$ cat src/rtl/dps_pkg.sv
// types shared by the priority scheduler cells and control
// no dependencies
`timescale 1ns / 1ps

package dps_pkg;

  typedef struct packed {
    logic [7:0]         id;
    logic signed [15:0] prio;
    logic [15:0]        ptime;
  } entry_t;

  typedef enum logic [1:0] {
    OP_HOLD,
    OP_PUSH,
    OP_POP
  } cell_op_t;

  typedef struct packed {
    cell_op_t op;
    entry_t   item;
  } cell_ctl_t;

  typedef enum logic [1:0] {
    ST_IDLE,
    ST_POP,
    ST_PUSH,
    ST_RESP
  } state_t;

  localparam logic REQ_LOAD = 1'b0;
  localparam logic REQ_TICK = 1'b1;

  localparam logic signed [15:0] PRIO_FLOOR = 16'sh8000;

endpackage

$ cat src/rtl/dps_cell.sv
// one slot of the ordered process queue
// depends on dps_pkg
`timescale 1ns / 1ps

module dps_cell (
  input  logic               clk,
  input  dps_pkg::cell_ctl_t ctl,
  input  logic               occupied,
  input  logic               left_ins,
  input  dps_pkg::entry_t    left_entry,
  input  dps_pkg::entry_t    right_entry,
  output logic               ins,
  output dps_pkg::entry_t    entry
);
  import dps_pkg::*;

  // new item belongs at or before this slot
  assign ins = !occupied || (ctl.item.prio > entry.prio);

  always_ff @(posedge clk) begin
    case (ctl.op)
      OP_PUSH: begin
        if (ins) begin
          entry <= left_ins ? left_entry : ctl.item;
        end
      end
      OP_POP: begin
        entry <= right_entry;
      end
      default: begin
        entry <= entry;
      end
    endcase
  end

endmodule

$ cat src/rtl/dynamic_priority_scheduler.sv
// top level of the dynamic priority scheduler: control and cell row
// depends on dps_pkg and dps_cell
`timescale 1ns / 1ps

// Usage
// A command beat is taken when start is high and busy is low. req_type
// selects a load (proc_id, proc_priority, proc_time) or a scheduling tick.
// Every command gives exactly one result, shown for one cycle while
// result_valid is high; the receiver cannot stall it.
// Steps from an accepted beat to the next possible accept:
//   load into a non-full table       insert step, result
//   tick that runs a process         pop, reinsert, result
//   rejected load or idle tick       result only
// A finished process skips the reinsert step.
// The queue is a row of MAX_PROCS cells; each insert or pop moves the
// whole row in a single step, every cell taking its neighbour's entry
// where needed and, on an insert, comparing the new priority to its own.
// Reset empties the table and clears the tick count.
module dynamic_priority_scheduler #(
  parameter int MAX_PROCS = 8
) (
  input  logic        clk,
  input  logic        rst,
  input  logic        start,
  output logic        busy,
  input  logic        req_type,
  input  logic [7:0]  proc_id,
  input  logic signed [15:0] proc_priority,
  input  logic [15:0] proc_time,
  output logic        result_valid,
  output logic        ran,
  output logic [7:0]  run_id,
  output logic        run_done,
  output logic [31:0] tick_count,
  output logic        queue_empty,
  output logic        load_rejected
);
  import dps_pkg::*;

  localparam int CNT_W = $clog2(MAX_PROCS + 1);

  state_t            state, state_next;
  logic [CNT_W-1:0]  count;
  entry_t            item;
  cell_ctl_t         ctl;
  entry_t            entries [MAX_PROCS];
  logic              ins     [MAX_PROCS];

  logic   full;
  logic   empty;
  entry_t head;

  assign full  = (count == CNT_W'(MAX_PROCS));
  assign empty = (count == '0);
  assign head  = entries[0];

  // next state
  always_comb begin
    state_next = state;
    case (state)
      ST_IDLE: begin
        if (start) begin
          if (req_type == REQ_LOAD) begin
            state_next = full ? ST_RESP : ST_PUSH;
          end else begin
            state_next = empty ? ST_RESP : ST_POP;
          end
        end
      end
      ST_POP: begin
        state_next = (head.ptime <= 16'd1) ? ST_RESP : ST_PUSH;
      end
      ST_PUSH: begin
        state_next = ST_RESP;
      end
      ST_RESP: begin
        state_next = ST_IDLE;
      end
      default: begin
        state_next = ST_IDLE;
      end
    endcase
  end

  // outputs and cell commands
  always_comb begin
    busy         = 1'b1;
    result_valid = 1'b0;
    ctl.op       = OP_HOLD;
    ctl.item     = item;
    case (state)
      ST_IDLE: busy         = 1'b0;
      ST_POP:  ctl.op       = OP_POP;
      ST_PUSH: ctl.op       = OP_PUSH;
      ST_RESP: result_valid = 1'b1;
      default: busy         = 1'b1;
    endcase
  end

  always_ff @(posedge clk) begin
    if (rst) begin
      state      <= ST_IDLE;
      count      <= '0;
      tick_count <= '0;
    end else begin
      state <= state_next;
      case (state)
        ST_POP:  begin
          count      <= count - CNT_W'(1);
          tick_count <= tick_count + 32'd1;
        end
        ST_PUSH: count <= count + CNT_W'(1);
        default: count <= count;
      endcase
    end
  end

  // result fields and the item waiting for insertion
  always_ff @(posedge clk) begin
    case (state)
      ST_IDLE: begin
        if (start) begin
          ran           <= 1'b0;
          run_id        <= '0;
          run_done      <= 1'b0;
          load_rejected <= (req_type == REQ_LOAD) && full;
          item.id       <= proc_id;
          item.prio     <= proc_priority;
          item.ptime    <= proc_time;
        end
      end
      ST_POP: begin
        ran        <= 1'b1;
        run_id     <= head.id;
        run_done   <= (head.ptime <= 16'd1);
        item.id    <= head.id;
        // priority saturates at its floor
        item.prio  <= (head.prio == PRIO_FLOOR) ? head.prio : head.prio - 16'sd1;
        item.ptime <= head.ptime - 16'd1;
      end
      default: begin
        item <= item;
      end
    endcase
  end

  assign queue_empty = empty;

  for (genvar i = 0; i < MAX_PROCS; i++) begin : g_cell
    entry_t left_e, right_e;
    logic   left_i;

    if (i == 0) begin : g_first
      assign left_e = '0;
      assign left_i = 1'b0;
    end else begin : g_mid
      assign left_e = entries[i-1];
      assign left_i = ins[i-1];
    end

    if (i == MAX_PROCS - 1) begin : g_last
      assign right_e = entries[i];
    end else begin : g_inner
      assign right_e = entries[i+1];
    end

    dps_cell u_cell (
      .clk         (clk),
      .ctl         (ctl),
      .occupied    (CNT_W'(i) < count),
      .left_ins    (left_i),
      .left_entry  (left_e),
      .right_entry (right_e),
      .ins         (ins[i]),
      .entry       (entries[i])
    );
  end

endmodule

$ cat config.mk
export PLATFORM = sky130hd
export DESIGN_NAME = dynamic_priority_scheduler
export DESIGN_NICKNAME = d
export VERILOG_FILES = /design/src/rtl/dps_pkg.sv /design/src/rtl/dps_cell.sv /design/src/rtl/dynamic_priority_scheduler.sv
export SDC_FILE = /design/constraint.sdc
export NUM_CORES = 1
export LEC_CHECK = 0
export BUFFER_PORTS_ARGS = -buffer_cell sky130_fd_sc_hd__buf_2
export CAP_MARGIN = 20
export CELL_PAD_IN_SITES_DETAIL_PLACEMENT = 0
export CELL_PAD_IN_SITES_GLOBAL_PLACEMENT = 1
export CORE_MARGIN = 2
export CORE_UTILIZATION = 45
export DETAILED_ROUTE_END_ITERATION = 16
export PLACE_DENSITY_LB_ADDON = 0.1
export SLEW_MARGIN = 10
export SYNTH_ARGS = -nofsm -noshare
export SYNTH_HDL_FRONTEND = slang
export SYNTH_SLANG_ARGS = --single-unit
$ cat constraint.sdc
create_clock -name clk -period 5.2 [get_ports clk]
set_input_delay 0.26 -clock clk [delete_from_list [all_inputs] [get_ports clk]]
set_output_delay 0.26 -clock clk [all_outputs]
set_load 0.01 [all_outputs]
After elaboration in Yosys (flattened, before gate mapping)

Index checks and enable logic that the tools add are counted.

Word-level logic and storage cells: 143
Bits in registers: 409
Output and inout port bits: 46
Input bits: 44

Bitwise gates (word level): 1
$add $sub $neg: 5
Mux-type cells: 39
$lt $le $gt $ge: 17
Equal/unequal tests: 15
Reductions and logical operators: 32

Operator list:

| cell                                                                               | number |
|---|---|
| 40-bit one-hot mux with 2 select lines                                             | 8 |
| 40-bit 2-to-1 mux                                                                  | 15 |
| 16-bit greater-than comparator                                                     | 8 |
| 32-bit by 1-bit adder with 32-bit output (second input constant)                   | 1 |
| 2-bit AND reduction                                                                | 10 |
| 16-bit == test (second input constant)                                             | 1 |
| 16-bit by 1-bit less-or-equal comparator with 1-bit output (second input constant) | 1 |
| 3-bit by 4-bit less-than comparator with 1-bit output (first input constant)       | 4 |
| 16-bit 2-to-1 mux                                                                  | 1 |
| 8-bit one-hot mux with 2 select lines                                              | 1 |
| 16-bit by 1-bit subtractor with 16-bit output (second input constant)              | 1 |
| 16-bit by 2-bit subtractor with 16-bit output (second input constant)              | 1 |
| 2-bit by 1-bit inequality test with 1-bit output (second input constant)           | 7 |
| 1-bit logical NOT                                                                  | 8 |
| 1-bit logical OR                                                                   | 8 |
| 1-bit by 4-bit less-than comparator with 1-bit output (first input constant)       | 2 |
| 2-bit by 4-bit less-than comparator with 1-bit output (first input constant)       | 2 |
| 8-bit 2-to-1 mux                                                                   | 1 |
| 2-bit one-hot mux with 4 select lines                                              | 1 |
| 4-bit one-hot mux with 2 select lines                                              | 1 |
| 2-bit == test (second input constant)                                              | 3 |
| 2-bit 2-to-1 mux                                                                   | 3 |
| 2-bit nonzero test                                                                 | 3 |
| 1-bit 2-to-1 mux                                                                   | 5 |
| 11 further kinds                                                                   | 13 |

Logic depth before layout (Yosys ltp)

Depth after elaboration: 6
Gate-level depth with buffers: 11
Gate-level depth less buffers: 9

By module

From an unflattened synthesis, not the netlist that was laid out.

Cell total of the unflattened synthesis: 2,367
Area total of the unflattened synthesis: 24,299.6 µm²

Modules (own cells, without submodules):

| module                     | area each (µm²) | instances | seq. area each (µm²) | cells each |
|---|---|---|---|---|
| dps_cell                   | 2,451.1         | 8         | 1,201.2              | 236 |
| dynamic_priority_scheduler | 4,690.7         | 1         | 2,292.2              | 479 |

Worst setup path after synthesis

OpenSTA, ideal clock, no wires.

Path kind: register to register
Start point: register item (netlist bit ctl[31])
End point: register g_cell[2].u_cell.entry[0] (netlist name), enable pin
Setup slack: 0.451 ns
Stages on the path, launching flop included: 10
Buffers on the path: 1
Arrival time: 4.298 ns
Cells stage by stage: edfxtp_1 > ha_1 > nand4_1 > nor3_1 > a21boi_1 > nor4_1 > o32ai_2 > clkbuf_1 > inv_1 > a21oi_1

Cells in the longest elaborated chain, start to end: 4

Ends and longest elaborated chain:

| item                                                       | line                              | source |
|---|---|---|
| from (decl)                                                | dynamic_priority_scheduler.sv:44  | `entry_t item;` |
| from (signal assigned)                                     | dynamic_priority_scheduler.sv:142 | `item <= item;` |
| 16-bit greater-than comparator                             | dps_cell.sv:18                    | `assign ins = !occupied \|\| (ctl.item.prio > entry.prio);` |
| 1-bit logical OR                                           | dps_cell.sv:18                    |  |
| 2-bit by 1-bit inequality test with 1-bit output (no line) | n/a                               |  |
| 2-bit AND reduction (no line)                              | n/a                               |  |
| to (signal assigned)                                       | dps_cell.sv:24                    | `entry <= left_ins ? left_entry : ctl.item;` |
| to (signal assigned)                                       | dps_cell.sv:28                    | `entry <= right_entry;` |
| to (signal assigned)                                       | dps_cell.sv:31                    | `entry <= entry;` |
| to (decl)                                                  | dps_cell.sv:13                    | `output dps_pkg::entry_t entry` |

Every way passes these cells.
A chain may end at the register's enable or synchronous reset.

Final worst setup path

Start point: register item (netlist bit ctl[25])
End point: register g_cell[6].u_cell.entry[25] (netlist name), enable pin

Cells in the longest elaborated chain, start to end: 4

Ends and longest elaborated chain:

| item                                                       | line |
|---|---|
| 16-bit greater-than comparator                             | dps_cell.sv:18 |
| 1-bit logical OR                                           | dps_cell.sv:18 |
| 2-bit by 1-bit inequality test with 1-bit output (no line) | n/a |
| 2-bit AND reduction (no line)                              | n/a |
| to (signal assigned)                                       | dps_cell.sv:24 |
| to (signal assigned)                                       | dps_cell.sv:28 |
| to (signal assigned)                                       | dps_cell.sv:31 |
| to (decl)                                                  | dps_cell.sv:13 |

Every way passes these cells.

==> out/qor.yml <==
status:
  status: "completed"
flow_run:
  maxCapViolations: 0
drt:
  viasPerCell: 5.96
  ant_nets: 0
  dr.pass1.iters: 5
  drtIter0Drc: 1387
  wirelength_um: 68300
  drcViolationCount: 0
  via_count: 17400
  wl_per_cell_um: 23.4
synth:
  synth.top_cells.by_count: "edfxtp_1, nor2_1, inv_1"
  synth_edf_count: 371
  yosys.area_share.simple_pct: 11.9
  synth_top_family_by_area: "compound AO/OA/AOI/OAI gates"
  ys_seq_area_share_pct: 50.8
  synthXorXnorAreaFrac_pct: 2.09
  synth_top_cell_by_area: "edfxtp_1"
  ys_warn_count: 0
  syn_area_sq_mm: 0.0234
  synth_fa_ha_area_share_pct: 7.47
  synth_most_common_cell: "edfxtp_1"
  synth.top_cell.area_share_pct: 47.5
  synth_seq_cells: 409
  muxShareOfSynthArea_pct: 7.11
  synth_area_leaders: "edfxtp_1, ha_1, mux2i_1, dfxtp_1, o21ai_0"
  syn_nets: 2324
  synthArstFlopShare_pct: 0
  synth_compound_area_share_pct: 15.7
  syn_area_per_cell_sq_um: 11.0
  synth_flop_cell: "edfxtp_1"
  synth_cell_types: 70
  syn_inst: 2140
floorplanning:
  io_pins: 90
  fp.dieArea_sq_mm: 0.0539
  die_h_um: 232
  fp.coreArea_sq_mm: 0.0514
  rows: 83
  die_w_um: 232
  start_util_pct: 45.6
global_route:
  gr-total-overflow: 0
  antenna_found_initial: 0
  grt_pass1_wl_um: 105000
  track_usage_pct: 25.3
  first_global_vias: 17500
  grt_max_degree: 108
sta:
  slew_viol_final: 0
  fmax_ghz: 0.257
  worst_pin_slew_ns: 0.974
  setup_tns_ns: 0
  rsz0062_at_grt: "false"
  finalSetupViolations: 0
  period_minus_slack_ns: 3.89
  min_period_over_period_pct: 74.8
  final_hold_viol_count: 0
  maxSlewHeadroom_pct: 35.0
  finalClockSkew_ns: 0.0219
clock_tree:
  cts_buffers: 47
  htreeDepth: 2
  cts_tree: "done"
  clock_sinks: 409
  root_buffer: "clkbuf_16"
  cts_setup_buffers: 0
  worstSkewPairLatency_ns: 0.60
  cts.path.max_buffers: 3
  path_clk_slew_ns: 0.06
worst_setup_path:
  critical_path_required_ns: 5.44
  crit_slowest_cell: "edfxtp_1"
  arrival_ns: 4.13
  reg2reg_depth: 10
  cp.depth: 10
  critPathTopFamily: "compound AO/OA/AOI/OAI gates"
  crit_chain: "ha_1, nand4_1, nor4_1, a21bo_2, o211ai_2, nor2_1, a311oi_4, buf_12, a21oi_4, buf_4"
  critPathMaxFanout: 40
  r2r-start: "ctl[25]"
  cp_num_buf_inv: 2
  critPathKind: "flop to flop"
  critPathCaptureType: "flop"
  start_kind: "flop"
  critPathMaxStageDelay_ns: 0.66
  timing.critical_path.from: "ctl[25]"
layout:
  syn2layout_area_growth_pct: 13.1
  final_nets: 2391
  n_antenna_cell: 0
  fill_cells: 4618
  drive_above_1_share_pct: 12.4
hold_path:
  hold_path_class: "input port to flop"
  min_from: "proc_priority[9]"
  whs_path_depth: 3
placed_design:
  gp_congestion: 0.815
  hpwlAfterDp_um: 41200
  port_buffers: 89
[metal layers]
layer	wire length (um)	GRT usage, %	part of all wire, %	vias to the layer above
met5	0	0	0	-
met4	1610	6.97	2.4	0
met3	3480	3.17	5.1	99
met2	32300	41.5	47	480
met1	30900	35.2	45	8672
li1	-	-	-	8179
[flip-flops by register name, summed over array words and instances, names as in the netlist]
signal and count:
count 4, g_cell.u_cell.entry 320, load_rejected 1, ran 1, tick_count 32, run_done 1
state 2, ctl 40, run_id 8
[worst min-delay path, delay by kind of cell]
family / cells / cell delay (ns)
AO/OA/AOI/OAI: 1 / 0.12
buffers and inverters: 1 / 0.07
AND/OR/NAND/NOR: 1 / 0.03
[placed cells by master (no fill, tap or decap), drive strengths merged, types with 57 or more instances in the layout]
cell type,n
nor2,156
buf,126
a31oi,86
mux2i,99
o21ai,141
edfxtp,371
nand2,100
mux2,57
a21oi,123
clkbuf,67
inv,151
a221o,65
ha,140
[per-stage QoR]
step / hold WS (ns) / setup slack [ns] / utilization, % / instance area [sq um] / std cells
detailed placement: 0.505 / 1.34 / 48.0 / 24700 / 2807
floorplan: 0.449 / 0.451 / - / 23400 / 2140
CTS: 0.00766 / 1.32 / 51.5 / 26500 / 2923
finish: 0.0311 / 1.31 / 51.6 / 26500 / 2924
global placement: 0.485 / 1.41 / 48.0 / 24700 / 2807
global route: 0.0580 / 1.14 / 51.6 / 26500 / 2924
[cell families after synthesis]
group / after synthesis
flops: 409
simple gates: 533
fa+ha+maj: 140
compound gates: 559
mux: 156
xor+xnor: 56
buf+inv: 287
[path summary, 6_finish.rpt]
check                               end  slack, ns
min                             ctl[25]       0.03
max          g_cell[6].u_cell.entry[25]       1.31
min reg2reg               tick_count[8]       0.51
max reg2reg  g_cell[6].u_cell.entry[25]       1.31
[cell type report]
class | count | area [sq um] | area share [%]
flip-flops and latches | 409 | 11900 | 44.9
well taps | 680 | 851 | 3.21
multi-input cells | 1444 | 10500 | 39.8
clock buffers | 67 | 1350 | 5.11
inverters | 149 | 564 | 2.13
clock inverters | 19 | 180 | 0.679
repair buffers | 156 | 1120 | 4.22
[timing repair]
item / 4_1_cts / 5_1_grt
resized for setup: 0 / 0
hold endpoints to repair: 30 / 0
hold buffers: 30 / 0
Power is left out: the tool's default activity adds up to more than one toggle a clock period on the data nets, which glitch-free logic cannot reach.
